File: src/rtl/core/determinant_4x4_core_macros.svh
// Assertion macros shared by the determinant core modules.
// Depends on nothing; users must have clk and rst_n in scope.
`ifndef DETERMINANT_4X4_CORE_MACROS_SVH
`define DETERMINANT_4X4_CORE_MACROS_SVH

// Same-cycle implication, disabled while in reset.
`define DET4_ASSERT_IMP(name, cond, expr, msg) \
    name: assert property (@(posedge clk) disable iff (!rst_n) (cond) |-> (expr)) \
        else $error(msg);

// Next-cycle implication, disabled while in reset.
`define DET4_ASSERT_NXT(name, cond, expr, msg) \
    name: assert property (@(posedge clk) disable iff (!rst_n) (cond) |=> (expr)) \
        else $error(msg);

`endif

File: src/rtl/core/det4_pkg.sv
// Package for the 4x4 determinant core: sizes, shared types, term decoder.
// Depends on nothing.
package det4_pkg;

    localparam int ELEMENT_BITS_DEFAULT = 12;
    localparam int DET_BITS             = 50;
    localparam int ENTRIES              = 16;
    localparam int IDX_W                = $clog2(ENTRIES);
    localparam int QUEUE_DEPTH          = 2;

    localparam logic [1:0] ROW_LAST  = 2'd3;
    localparam logic [2:0] TERM_LAST = 3'd5;

    typedef enum logic [0:0] {
        BK_IDLE,
        BK_RUN
    } back_state_t;

    typedef struct packed {
        logic full;
        logic empty;
    } q_stat_t;

    typedef struct packed {
        logic first;
        logic last;
        logic neg;
    } term_flags_t;

    typedef struct packed {
        logic [IDX_W-1:0] e;
        logic [IDX_W-1:0] a;
        logic [IDX_W-1:0] b;
        logic [IDX_W-1:0] c;
        logic             neg;
    } term_sel_t;

    // Entry indices and sign of one four-factor term: first-column entry of
    // 'row' times one diagonal product of its 3x3 minor (columns 1..3).
    function automatic term_sel_t term_select(input logic [1:0] row,
                                              input logic [2:0] term);
        logic [1:0] k0;
        logic [1:0] k1;
        logic [1:0] k2;
        term_sel_t  sel;
        unique case (row)
            2'd0:    begin k0 = 2'd1; k1 = 2'd2; k2 = 2'd3; end
            2'd1:    begin k0 = 2'd0; k1 = 2'd2; k2 = 2'd3; end
            2'd2:    begin k0 = 2'd0; k1 = 2'd1; k2 = 2'd3; end
            default: begin k0 = 2'd0; k1 = 2'd1; k2 = 2'd2; end
        endcase
        sel.e = {row, 2'd0};
        unique case (term)
            3'd1:
            begin
                sel.a = {k0, 2'd2}; sel.b = {k1, 2'd3}; sel.c = {k2, 2'd1}; sel.neg = 1'b0;
            end
            3'd2:
            begin
                sel.a = {k0, 2'd3}; sel.b = {k1, 2'd1}; sel.c = {k2, 2'd2}; sel.neg = 1'b0;
            end
            3'd3:
            begin
                sel.a = {k2, 2'd1}; sel.b = {k1, 2'd2}; sel.c = {k0, 2'd3}; sel.neg = 1'b1;
            end
            3'd4:
            begin
                sel.a = {k2, 2'd2}; sel.b = {k1, 2'd3}; sel.c = {k0, 2'd1}; sel.neg = 1'b1;
            end
            3'd5:
            begin
                sel.a = {k2, 2'd3}; sel.b = {k1, 2'd1}; sel.c = {k0, 2'd2}; sel.neg = 1'b1;
            end
            default:
            begin
                sel.a = {k0, 2'd1}; sel.b = {k1, 2'd2}; sel.c = {k2, 2'd3}; sel.neg = 1'b0;
            end
        endcase
        // odd rows of the first column carry a minus sign
        sel.neg = sel.neg ^ row[0];
        return sel;
    endfunction

endpackage

File: src/rtl/core/det4_front.sv
// Front end: takes matrix words, gathers sixteen into a shift line, hands
// the full matrix to the queue. Depends on det4_pkg.
module det4_front #(
    parameter int ELEMENT_BITS = det4_pkg::ELEMENT_BITS_DEFAULT
) (
    input  logic                                        clk,
    input  logic                                        rst_n,
    input  logic                                        start,
    output logic                                        busy,
    input  logic signed [ELEMENT_BITS-1:0]              element,
    input  det4_pkg::q_stat_t                           q_stat,
    output logic                                        q_push,
    output logic [det4_pkg::ENTRIES*ELEMENT_BITS-1:0]   q_data
);
    import det4_pkg::*;

    localparam int MAT_W = ENTRIES * ELEMENT_BITS;
    localparam logic [IDX_W-1:0] CNT_LAST = IDX_W'(ENTRIES - 1);

    logic [IDX_W-1:0] count_reg;
    logic [IDX_W-1:0] count_next;
    logic [MAT_W-1:0] shift_reg;
    logic [MAT_W-1:0] shift_next;
    logic             accept;
    logic             last_word;

    assign last_word = (count_reg == CNT_LAST);
    // stall only when the closing word has nowhere to go
    assign busy   = last_word && q_stat.full;
    assign accept = start && !busy;

    // entry 0 ends up in the lowest bits
    assign shift_next = accept ? {element, shift_reg[MAT_W-1:ELEMENT_BITS]} : shift_reg;
    assign q_data     = {element, shift_reg[MAT_W-1:ELEMENT_BITS]};
    assign q_push     = accept && last_word;

    always_comb
    begin
        count_next = count_reg;
        if (accept)
        begin
            count_next = last_word ? '0 : count_reg + 1'b1;
        end
    end

    always_ff @(posedge clk or negedge rst_n)
    begin
        if (!rst_n)
        begin
            count_reg <= '0;
        end
        else
        begin
            count_reg <= count_next;
        end
    end

    always_ff @(posedge clk)
    begin
        shift_reg <= shift_next;
    end

endmodule

File: src/rtl/core/det4_queue.sv
// Two-slot queue of whole matrices between front and back end.
// Depends on det4_pkg and the assertion macro header.
`include "determinant_4x4_core_macros.svh"

module det4_queue #(
    parameter int ELEMENT_BITS = det4_pkg::ELEMENT_BITS_DEFAULT
) (
    input  logic                                        clk,
    input  logic                                        rst_n,
    input  logic                                        push,
    input  logic [det4_pkg::ENTRIES*ELEMENT_BITS-1:0]   data_in,
    input  logic                                        pop,
    output logic [det4_pkg::ENTRIES*ELEMENT_BITS-1:0]   head,
    output det4_pkg::q_stat_t                           stat
);
    import det4_pkg::*;

    localparam int MAT_W = ENTRIES * ELEMENT_BITS;
    localparam int PTR_W = $clog2(QUEUE_DEPTH);
    localparam int CNT_W = $clog2(QUEUE_DEPTH + 1);
    localparam logic [CNT_W-1:0] CNT_FULL = CNT_W'(QUEUE_DEPTH);
    localparam logic [PTR_W-1:0] PTR_LAST = PTR_W'(QUEUE_DEPTH - 1);

    logic [MAT_W-1:0] slot_reg [QUEUE_DEPTH];
    logic [PTR_W-1:0] wr_ptr_reg;
    logic [PTR_W-1:0] wr_ptr_next;
    logic [PTR_W-1:0] rd_ptr_reg;
    logic [PTR_W-1:0] rd_ptr_next;
    logic [CNT_W-1:0] count_reg;
    logic [CNT_W-1:0] count_next;

    assign stat.full  = (count_reg == CNT_FULL);
    assign stat.empty = (count_reg == '0);
    assign head       = slot_reg[rd_ptr_reg];

    always_comb
    begin
        wr_ptr_next = wr_ptr_reg;
        rd_ptr_next = rd_ptr_reg;
        count_next  = count_reg;
        if (push)
        begin
            wr_ptr_next = (wr_ptr_reg == PTR_LAST) ? '0 : wr_ptr_reg + 1'b1;
        end
        if (pop)
        begin
            rd_ptr_next = (rd_ptr_reg == PTR_LAST) ? '0 : rd_ptr_reg + 1'b1;
        end
        case ({push, pop})
            2'b10:   count_next = count_reg + 1'b1;
            2'b01:   count_next = count_reg - 1'b1;
            default: count_next = count_reg;
        endcase
    end

    always_ff @(posedge clk or negedge rst_n)
    begin
        if (!rst_n)
        begin
            wr_ptr_reg <= '0;
            rd_ptr_reg <= '0;
            count_reg  <= '0;
        end
        else
        begin
            wr_ptr_reg <= wr_ptr_next;
            rd_ptr_reg <= rd_ptr_next;
            count_reg  <= count_next;
        end
    end

    always_ff @(posedge clk)
    begin
        if (push)
        begin
            slot_reg[wr_ptr_reg] <= data_in;
        end
    end

    `DET4_ASSERT_IMP(a_no_push_full, push, !stat.full || pop, "push into full matrix queue")
    `DET4_ASSERT_IMP(a_no_pop_empty, pop, !stat.empty, "pop from empty matrix queue")

endmodule

File: src/rtl/core/det4_back.sv
// Back end: walks the 24 four-factor terms of one matrix through a chain of
// three registered multipliers and an accumulator. Depends on det4_pkg, macros.
`include "determinant_4x4_core_macros.svh"

module det4_back #(
    parameter int ELEMENT_BITS = det4_pkg::ELEMENT_BITS_DEFAULT
) (
    input  logic                                        clk,
    input  logic                                        rst_n,
    input  det4_pkg::q_stat_t                           q_stat,
    input  logic [det4_pkg::ENTRIES*ELEMENT_BITS-1:0]   q_head,
    output logic                                        q_pop,
    output logic                                        done,
    output logic signed [det4_pkg::DET_BITS-1:0]        determinant
);
    import det4_pkg::*;

    localparam int EB      = ELEMENT_BITS;
    localparam int MAT_W   = ENTRIES * EB;
    localparam int ACC_RAW = 4 * EB + 5;
    localparam int ACC_W   = (ACC_RAW > DET_BITS) ? ACC_RAW : DET_BITS;
    localparam logic signed [ACC_W-1:0] SAT_HI =
        {{(ACC_W - DET_BITS + 1){1'b0}}, {(DET_BITS - 1){1'b1}}};
    localparam logic signed [ACC_W-1:0] SAT_LO = ~SAT_HI;

    // sequencer
    back_state_t       state_reg;
    back_state_t       state_next;
    logic [1:0]        row_reg;
    logic [1:0]        row_next;
    logic [2:0]        term_reg;
    logic [2:0]        term_next;
    logic [MAT_W-1:0]  work_reg;
    logic [MAT_W-1:0]  work_next;
    logic              load;
    logic              issue;
    logic              issue_first;
    logic              issue_last;
    term_sel_t         sel;

    // pipeline
    logic                     s0_valid_reg, s1_valid_reg, s2_valid_reg, s3_valid_reg;
    term_flags_t              s0_flags_reg, s1_flags_reg, s2_flags_reg, s3_flags_reg;
    term_flags_t              s0_flags_next;
    logic                     s0_last;
    logic signed [EB-1:0]     s0_e_reg, s0_a_reg, s0_b_reg, s0_c_reg;
    logic signed [EB-1:0]     s0_e_next, s0_a_next, s0_b_next, s0_c_next;
    logic signed [EB-1:0]     s1_b_reg, s1_c_reg, s2_c_reg;
    logic signed [2*EB-1:0]   s1_p_reg;
    logic signed [2*EB-1:0]   s1_p_next;
    logic signed [3*EB-1:0]   s2_p_reg;
    logic signed [3*EB-1:0]   s2_p_next;
    logic signed [4*EB-1:0]   s3_p_reg;
    logic signed [4*EB-1:0]   s3_p_next;
    logic signed [ACC_W-1:0]  acc_reg;
    logic signed [ACC_W-1:0]  acc_next;
    logic signed [ACC_W-1:0]  acc_base;
    logic signed [ACC_W-1:0]  term_ext;
    logic                     fin_reg;
    logic                     fin_next;
    logic                     done_reg;
    logic signed [DET_BITS-1:0] det_reg;
    logic signed [DET_BITS-1:0] det_next;

    assign sel         = term_select(row_reg, term_reg);
    assign issue_first = (row_reg == 2'd0) && (term_reg == 3'd0);
    assign issue_last  = (row_reg == ROW_LAST) && (term_reg == TERM_LAST);

    always_comb
    begin
        state_next = state_reg;
        unique case (state_reg)
            BK_IDLE: if (!q_stat.empty) state_next = BK_RUN;
            BK_RUN:  if (issue_last && q_stat.empty) state_next = BK_IDLE;
            default: state_next = BK_IDLE;
        endcase
    end

    always_comb
    begin
        load  = 1'b0;
        issue = 1'b0;
        unique case (state_reg)
            BK_IDLE: load = !q_stat.empty;
            BK_RUN:
            begin
                issue = 1'b1;
                load  = issue_last && !q_stat.empty;
            end
            default: load = 1'b0;
        endcase
    end

    assign q_pop = load;

    always_comb
    begin
        row_next  = row_reg;
        term_next = term_reg;
        if (load)
        begin
            row_next  = '0;
            term_next = '0;
        end
        else if (issue)
        begin
            if (term_reg == TERM_LAST)
            begin
                term_next = '0;
                row_next  = row_reg + 1'b1;
            end
            else
            begin
                term_next = term_reg + 1'b1;
            end
        end
    end

    assign work_next = load ? q_head : work_reg;

    // operand fetch, then one multiply per stage
    assign s0_e_next     = work_reg[EB*sel.e +: EB];
    assign s0_a_next     = work_reg[EB*sel.a +: EB];
    assign s0_b_next     = work_reg[EB*sel.b +: EB];
    assign s0_c_next     = work_reg[EB*sel.c +: EB];
    assign s0_flags_next = '{first: issue_first, last: issue_last, neg: sel.neg};
    assign s1_p_next     = s0_e_reg * s0_a_reg;
    assign s2_p_next     = s1_p_reg * s1_b_reg;
    assign s3_p_next     = s2_p_reg * s2_c_reg;
    assign s0_last       = s0_valid_reg && s0_flags_reg.last;

    always_comb
    begin
        acc_base = s3_flags_reg.first ? '0 : acc_reg;
        term_ext = ACC_W'(s3_p_reg);
        acc_next = acc_reg;
        if (s3_valid_reg)
        begin
            acc_next = s3_flags_reg.neg ? acc_base - term_ext : acc_base + term_ext;
        end
    end

    assign fin_next = s3_valid_reg && s3_flags_reg.last;

    // clamp to the result width
    always_comb
    begin
        det_next = det_reg;
        if (fin_reg)
        begin
            if (acc_reg > SAT_HI)
            begin
                det_next = SAT_HI[DET_BITS-1:0];
            end
            else if (acc_reg < SAT_LO)
            begin
                det_next = SAT_LO[DET_BITS-1:0];
            end
            else
            begin
                det_next = acc_reg[DET_BITS-1:0];
            end
        end
    end

    always_ff @(posedge clk or negedge rst_n)
    begin
        if (!rst_n)
        begin
            state_reg    <= BK_IDLE;
            row_reg      <= '0;
            term_reg     <= '0;
            s0_valid_reg <= 1'b0;
            s1_valid_reg <= 1'b0;
            s2_valid_reg <= 1'b0;
            s3_valid_reg <= 1'b0;
            fin_reg      <= 1'b0;
            done_reg     <= 1'b0;
        end
        else
        begin
            state_reg    <= state_next;
            row_reg      <= row_next;
            term_reg     <= term_next;
            s0_valid_reg <= issue;
            s1_valid_reg <= s0_valid_reg;
            s2_valid_reg <= s1_valid_reg;
            s3_valid_reg <= s2_valid_reg;
            fin_reg      <= fin_next;
            done_reg     <= fin_reg;
        end
    end

    always_ff @(posedge clk)
    begin
        work_reg     <= work_next;
        s0_e_reg     <= s0_e_next;
        s0_a_reg     <= s0_a_next;
        s0_b_reg     <= s0_b_next;
        s0_c_reg     <= s0_c_next;
        s0_flags_reg <= s0_flags_next;
        s1_p_reg     <= s1_p_next;
        s1_b_reg     <= s0_b_reg;
        s1_c_reg     <= s0_c_reg;
        s1_flags_reg <= s0_flags_reg;
        s2_p_reg     <= s2_p_next;
        s2_c_reg     <= s1_c_reg;
        s2_flags_reg <= s1_flags_reg;
        s3_p_reg     <= s3_p_next;
        s3_flags_reg <= s2_flags_reg;
        acc_reg      <= acc_next;
        det_reg      <= det_next;
    end

    assign done        = done_reg;
    assign determinant = det_reg;

    `DET4_ASSERT_NXT(a_done_single, done_reg, !done_reg, "result strobe held two cycles")
    `DET4_ASSERT_IMP(a_done_source, done_reg, $past(fin_reg), "strobe without closing term")
    `DET4_ASSERT_NXT(a_issue_last, issue && issue_last, s0_last, "closing term not issued")

endmodule

File: src/rtl/core/determinant_4x4_core.sv
// Top level of the exact 4x4 determinant core: front end, matrix queue,
// back end. Depends on det4_pkg and the det4_front/queue/back modules.
//
// Feed the sixteen entries of a 4x4 signed matrix in row-major order, one
// word per cycle: a word is taken at each clock edge with start high and
// busy low. On the sixteenth word the matrix moves into a two-slot queue and
// the entry count returns to zero, so loading of the next matrix goes on at
// once. The back end issues the 24 four-factor terms of a matrix, one per
// cycle through a chain of three registered multipliers into an accumulator,
// and takes the next queued matrix while it issues the closing term; the
// clamped sum is registered and shown on determinant with done high for one
// cycle only. There is no back-pressure on results: capture them when done is
// high. busy rises only on a sixteenth word while both queue slots are full.
// The result is exact; with 13-bit entries it clamps to the 50-bit range.
module determinant_4x4_core #(
    parameter int ELEMENT_BITS = det4_pkg::ELEMENT_BITS_DEFAULT
) (
    input  logic                                 clk,
    input  logic                                 rst_n,
    input  logic                                 start,
    output logic                                 busy,
    input  logic signed [ELEMENT_BITS-1:0]       element,
    output logic                                 done,
    output logic signed [det4_pkg::DET_BITS-1:0] determinant
);
    import det4_pkg::*;

    localparam int MAT_W = ENTRIES * ELEMENT_BITS;

    q_stat_t          q_stat;
    logic             q_push;
    logic             q_pop;
    logic [MAT_W-1:0] q_data;
    logic [MAT_W-1:0] q_head;

    // gather words into a full matrix
    det4_front #(
        .ELEMENT_BITS (ELEMENT_BITS)
    ) u_front (
        .clk     (clk),
        .rst_n   (rst_n),
        .start   (start),
        .busy    (busy),
        .element (element),
        .q_stat  (q_stat),
        .q_push  (q_push),
        .q_data  (q_data)
    );

    // hold up to two finished matrices
    det4_queue #(
        .ELEMENT_BITS (ELEMENT_BITS)
    ) u_queue (
        .clk     (clk),
        .rst_n   (rst_n),
        .push    (q_push),
        .data_in (q_data),
        .pop     (q_pop),
        .head    (q_head),
        .stat    (q_stat)
    );

    // evaluate by cofactor expansion down the first column
    det4_back #(
        .ELEMENT_BITS (ELEMENT_BITS)
    ) u_back (
        .clk         (clk),
        .rst_n       (rst_n),
        .q_stat      (q_stat),
        .q_head      (q_head),
        .q_pop       (q_pop),
        .done        (done),
        .determinant (determinant)
    );

endmodule
File: config.mk
export PLATFORM = sky130hd
export DESIGN_NAME = determinant_4x4_core
export DESIGN_NICKNAME = d
export VERILOG_FILES = /design/src/rtl/core/det4_pkg.sv /design/src/rtl/core/det4_front.sv /design/src/rtl/core/det4_queue.sv /design/src/rtl/core/det4_back.sv /design/src/rtl/core/determinant_4x4_core.sv
export VERILOG_INCLUDE_DIRS = /design/src /design/src/rtl/core
export SDC_FILE = /design/constraint.sdc
export NUM_CORES = 2
export LEC_CHECK = 0
export BUFFER_PORTS_ARGS = -buffer_cell sky130_fd_sc_hd__clkbuf_2
export CAP_MARGIN = 20
export CORE_ASPECT_RATIO = 1.2
export CORE_MARGIN = 3
export CORE_UTILIZATION = 59
export CTS_CLUSTER_DIAMETER = 200
export DETAILED_ROUTE_END_ITERATION = 7
export PLACE_DENSITY = 0.87
export SYNTH_ARGS = -nofsm -noshare
export SYNTH_HDL_FRONTEND = slang
export SYNTH_SLANG_ARGS = --single-unit
File: constraint.sdc
create_clock -name clk -period 15.4 [get_ports clk]
set_input_delay 2.31 -clock clk [delete_from_list [all_inputs] [get_ports clk]]
set_output_delay 2.31 -clock clk [all_outputs]
set_load 0.1 [all_outputs]
Yosys cells after proc, flatten, opt, wreduce, memory -nomap -nowiden
Memories as Yosys holds them, arrays and structs flattened. A register that Yosys moved wholly into a read port is not among the register bits.
Cells that the tools add are included.
{"block": "totals", "n_memories": 1, "ram_bits": 384, "rom_bits": 0, "in_bits": 15, "elab_cells": 118, "latchBits": 0, "out_inout_bits": 52, "regBits": 519}
{"name": "u_queue.slot_reg", "words": 2, "width": 192, "read_ports": 1, "rd_clocked_by_memory_dff": 1, "write_ports": 1, "line_no": "det4_queue.sv:24", "rtl": "logic [MAT_W-1:0] slot_reg [QUEUE_DEPTH];"}
{"block": "op_classes", "n_shift": 4, "addsub": 9, "n_reduce_logical": 19, "mux": 24, "multipliers": 7, "div": 0, "bitwise_logic": 2, "magnitude_cmp": 2, "n_eq_ne": 12}
{"cell": "192-bit by 9-bit indexed part select with 12-bit output", "count": 4}
{"cell": "53-bit two-way mux", "count": 2}
{"cell": "13-bit case mux with 5 select lines", "count": 1}
{"cell": "53-bit by 48-bit adder with 53-bit output", "count": 1}
{"cell": "53-bit by 50-bit greater-than comparator with 1-bit output (second input constant)", "count": 1}
{"cell": "53-bit by 50-bit < comparator with 1-bit output (second input constant)", "count": 1}
{"cell": "53-bit by 48-bit subtractor with 53-bit output", "count": 1}
{"cell": "50-bit two-way mux", "count": 1}
{"cell": "36-bit by 12-bit multiplier with 48-bit output", "count": 1}
{"cell": "24-bit by 12-bit multiplier with 36-bit output", "count": 1}
{"cell": "12-bit by 12-bit multiplier with 24-bit output", "count": 1}
{"cell": "2-bit by 4-bit multiplier with 6-bit output (first input constant)", "count": 3}
{"cell": "1-bit two-way mux", "count": 9}
{"cell": "3-bit two-way mux", "count": 3}
{"cell": "2-bit == test (second input constant)", "count": 4}
{"cell": "1-bit logical AND", "count": 8}
{"cell": "2-bit two-way mux", "count": 4}
{"cell": "3-bit by 2-bit == test with 1-bit output (second input constant)", "count": 2}
{"cell": "3-bit == test (second input constant)", "count": 2}
{"cell": "2-bit nonzero test", "count": 3}
{"cell": "2-bit by 1-bit adder with 2-bit output (second input constant)", "count": 2}
{"cell": "4-bit by 1-bit adder with 4-bit output (second input constant)", "count": 1}
{"cell": "2-bit by 1-bit == test with 1-bit output (second input constant)", "count": 2}
{"cell": "4-bit == test (second input constant)", "count": 1}
{"cell": "other kinds (16)", "count": 20}

Logic depth before layout (Yosys ltp)
{"block": "depth", "ltp_word": 7, "mapped_depth": 25}

By module
A second synthesis with hierarchy kept.
{"block": "unflattened", "cells_unflattened": 5885, "hier_area_um2": 70809.2}
{"mod": "det4_back", "instances": 1, "area_per_inst_um2": 51023.9, "cells_per_inst": 5057, "seq_area_each_um2": 13242.7}
{"mod": "det4_queue", "instances": 1, "area_per_inst_um2": 14059.7, "cells_per_inst": 613, "seq_area_each_um2": 11631.2}
{"mod": "det4_front", "instances": 1, "area_per_inst_um2": 5725.5, "cells_per_inst": 215, "seq_area_each_um2": 5505.3}

Worst setup path before layout
Ideal clock, no wire load.
{"block": "synth_path", "kind": "input to register", "from": "input port start", "to": "memory u_queue.slot_reg[1][0] (netlist bit), enable pin", "required_ns": 14.654, "arrival_time_ns": 16.443, "cell_stages": 4, "path_buffers": 1, "setup_ns": 0.746, "setup_slack_ns": -1.789, "cell_sequence": "nor2b_1 clkbuf_1 nand2b_1 nor2_1"}
{"block": "synth_via", "elab_chain_cells": 4}
{"item": "from (decl)", "line_no": "determinant_4x4_core.sv:20", "rtl": "input logic start,"}
{"item": "1-bit logical AND", "line_no": "det4_front.sv:30", "rtl": "assign accept = start && !busy;"}
{"item": "via u_front.accept", "line_no": "det4_front.sv:24", "rtl": "logic accept;"}
{"item": "1-bit logical AND", "line_no": "det4_front.sv:35", "rtl": "assign q_push = accept && last_word;"}
{"item": "1-bit two-way mux", "line_no": "det4_queue.sv:74", "rtl": "if (push)"}
{"item": "1-bit two-way mux (not written as such)", "line_no": "det4_queue.sv:76", "rtl": "slot_reg[wr_ptr_reg] <= data_in;"}
{"item": "to (decl)", "line_no": "det4_queue.sv:24"}
The timed path passes the listed nets, and every way through them passes these cells.

Worst setup path after layout
{"block": "layout_path", "from": "register u_back.s1_b_reg[3]", "to": "register u_back.s2_p_reg[35]"}
{"block": "layout_via", "elab_chain_cells": 1}
{"item": "from (decl)", "line_no": "det4_back.sv:48", "rtl": "logic signed [EB-1:0] s1_b_reg, s1_c_reg, s2_c_reg;"}
{"item": "from (signal assigned)", "line_no": "det4_back.sv:203", "rtl": "s1_b_reg <= s0_b_reg;"}
{"item": "24-bit by 12-bit multiplier with 36-bit output", "line_no": "det4_back.sv:128", "rtl": "assign s2_p_next = s1_p_reg * s1_b_reg;"}
{"item": "via u_back.s2_p_next[35]", "line_no": "det4_back.sv:52", "rtl": "logic signed [3*EB-1:0] s2_p_next;"}
{"item": "to (signal assigned)", "line_no": "det4_back.sv:206", "rtl": "s2_p_reg <= s2_p_next;"}
{"item": "to (decl)", "line_no": "det4_back.sv:51", "rtl": "logic signed [3*EB-1:0] s2_p_reg;"}
The timed path passes the listed nets, and every way through them passes these cells.
A chain may end at the register's enable or synchronous reset.

==> impl_metrics.py <==
metrics = {
    "synth": {
        "netlist.area_leader.share_pct": 36.75,
        "yosysWarnings": 0,
        "avgSynthCellArea_sq_um": 11.93,
        "yosysSeqAreaShare_pct": 43.28,
        "syn_area_sq_mm": 0.07019,
        "syn_inst": 5883,
        "synthesis.nets": 6957,
        "yosysMostFrequentCell": "inv_1",
        "synth_enable_flop_cells": 859,
        "synth_flop_cell": "edfxtp_1",
        "synth_cell_types": 72,
        "synth_largest_area_cell": "edfxtp_1",
        "synthTopCellsByArea": "edfxtp_1 37%, fa_1 22%, dfxtp_1 5.8%",
        "synthArstFlopShare_pct": 1.847,
        "synth_common_cells": "944 x inv_1, 859 x edfxtp_1, 775 x fa_1",
        "synth.ff_latch_count": 1083,
    },
    "timing": {
        "tightest_slew_ns": 1.143,
        "period_needed_ns": 6.943,
        "slew-limit-headroom_pct": 23.72,
        "rsz0062_at_grt": "no",
        "finalCritPeriodShare_pct": 45.09,
        "setup_slack_ns": 8.457,
        "hold_ws_ns": 0.3221,
        "setup_viol": 0,
        "hold_viol": 0,
        "max_freq_ghz": 0.1440,
        "skew_ns": 0.04354,
        "slew_violations": 0,
    },
    "worst_setup_path": {
        "cp_common_cell": "fa_1",
        "cp_cell_sequence": "nand2_1, fa_1, inv_1, fa_1, fa_1, fa_1, inv_1, fa_1, inv_1, ha_1, a21o_1, a21o_1, a21oi_1, nand2_1, o21ai_1, a21oi_1, o21ai_0, a21boi_0, o41ai_1, mux2i_1, nand4_1",
        "crit_required_ns": 15.99,
        "arrival_ns": 7.53,
        "reg2reg_setup_slack_ns": 8.46,
        "critPathLaunchType": "flip-flop",
        "crit_fanout": 24,
        "path_buf_inv": 3,
        "endpoint_kind": "flip-flop",
        "r2r_end": "u_back.s2_p_reg[35]$_DFF_P_",
        "cpLargestDelayFamily": "adder cells",
        "crit_path_max_incr_delay_ns": 1.07,
        "slowest_stage": "dfxtp_1",
        "worst-setup-path-type": "reg2reg",
        "r2r_cells": 21,
        "reg2reg_from": "u_back.s1_b_reg[3]$_DFF_P_",
    },
    "layout": {
        "nets": 6916,
        "multi_input_area_sq_mm": 0.03538,
        "num_antenna_cells": 0,
        "syn2layout_area_growth_pct": 7.936,
        "largest_reg_flops": 384,
        "seqCellArea_sq_mm": 0.03039,
        "final_cells": 7472,
        "final_core_util_pct": 64.15,
        "n_fill_cell": 8072,
        "drive_above_1_share_pct": 9.508,
    },
    "floorplan": {
        "core_sq_mm": 0.1181,
        "die_y_microns": 383.8,
        "dieArea_sq_mm": 0.1232,
        "num_rows": 138,
        "die_w_microns": 320.9,
        "initial_core_util_pct": 59.43,
        "ios": 67,
    },
    "clock_tree": {
        "cts_hold_buf": 0,
        "clk_pin_slew_ns": 0.07,
        "clockRootBuffer": "clkbuf_16",
        "postCtsSetupBuffers": 0,
        "clk_latency_ns": 0.74,
        "cts_buffers": 103,
        "cts_tree": "built",
        "clkSinkCount": 1083,
        "cts.path.max_buffers": 3,
        "cts_repair_resize_count": 0,
        "htreeDepth": 3,
    },
    "routing": {
        "dr.first_iter.drc_count": 3756,
        "avgRoutedWirePerCell_microns": 19.38,
        "drtAntennaViolNets": 0,
        "viasPerCell": 5.737,
        "finalWirelength_microns": 144800,
        "drc": 0,
        "firstDrtPassIters": 6,
        "num_vias": 42870,
    },
    "global_routing": {
        "antenna_found_initial": 3,
        "grt_max_degree": 140,
        "grt_pass1_vias": 45960,
        "grt_overflow_total": 0,
        "grt_use_total_pct": 23.95,
        "grt_first_pass_wirelength_microns": 236300,
    },
    "placed_design": {
        "placed_cells_incl_taps": 7270,
        "dp_hpwl_microns": 98690,
        "port_buffers": 66,
        "place.gp.congestion": 0.9047,
        "place_ws_ns": 8.553,
    },
    "worst_hold_path": {
        "min_path_cells": 0,
        "hold_path.startpoint": "u_back.s1_c_reg[8]$_DFF_P_",
        "hold_end": "u_back.s2_c_reg[8]$_DFF_P_",
        "min_path_type": "reg2reg",
    },
    "run_status": {
        "outcome": "complete, no violations",
    },
    "run": {
        "max-cap-violations": 0,
    },
}
==> cell usage in the layout, fill, tap and decap left out, types with 65 or more instances in the layout <==
master     instances
a21o_1            65
a21oi_1          244
and2_1           248
clkbuf_16        103
clkbuf_2          66
dfxtp_1          202
edfxtp_1         859
fa_1             775
ha_1             284
inv_1            944
mux2_2           195
mux2i_1          111
nand2_1          642
nor2_1           238
nor2b_1           76
o21a_1            66
o21ai_0           83
xnor2_1          165
==> worst reg2reg max path: cells and delay by family, from the launching register on <==
family / cells / cell delay, ns
buffers and inverters: 3 / 0.16
AND/OR/NAND/NOR: 3 / 0.36
flip-flops: 1 / 1.07
adder cells (fa/ha/maj): 6 / 2.92
AO/OA/AOI/OAI: 8 / 2.07
multiplexers: 1 / 0.26
==> metrics by stage <==
step,TNS [ns],area [sq um]
after floorplan,-686.69,70190
after global placement,0,71900
after detailed placement,0,71900
after CTS,0,75600
after global routing,0,75760
final,0,75760
==> worst max-delay path by stage <==
stage                                            from                               end  slack, ns  depth (start not counted)
after floorplan                                 start  u_queue.slot_reg[1][0]$_DFFE_PP_      -1.79                          4
after global placement     u_back.s1_b_reg[3]$_DFF_P_       u_back.s2_p_reg[35]$_DFF_P_       8.69                         21
after detailed placement  u_back.s1_b_reg[11]$_DFF_P_       u_back.s2_p_reg[35]$_DFF_P_       8.55                         21
after CTS                 u_back.s1_b_reg[11]$_DFF_P_       u_back.s2_p_reg[35]$_DFF_P_       8.55                         21
after global routing       u_back.s1_b_reg[3]$_DFF_P_       u_back.s2_p_reg[35]$_DFF_P_       8.07                         21
final                      u_back.s1_b_reg[3]$_DFF_P_       u_back.s2_p_reg[35]$_DFF_P_       8.46                         21
==> logic make-up after synthesis <==
family / Yosys count / synth area share (%)
simple gates: 1386 / 9.256
xor+xnor: 207 / 2.583
buf+inv: 1205 / 6.444
mux: 346 / 5.995
compound gates: 597 / 5.278
flops: 1083 / 43.28
fa+ha+maj: 1059 / 27.17
==> layer usage <==
metal / part of all wire (%) / vias to the layer above / track usage [%]
li1: - / 19000 / -
met1: 37 / 21400 / 28.77
met2: 52 / 2052 / 42.68
met3: 7.9 / 414 / 4.326
met4: 3.8 / 0 / 9.796
met5: 0 / - / 0
==> layout make-up <==
type | instances | share of cell area [%]
multi-input combinational | 3595 | 46.70
sequential | 1083 | 40.11
inverter | 944 | 4.677
clock buffer | 114 | 3.509
clock inverter | 81 | 1.374
timing repair buffer | 115 | 1.083
tap | 1540 | 2.543
Power is not shown: default switching activity piles up to over one toggle a cycle in this logic, so the estimate is an artifact.
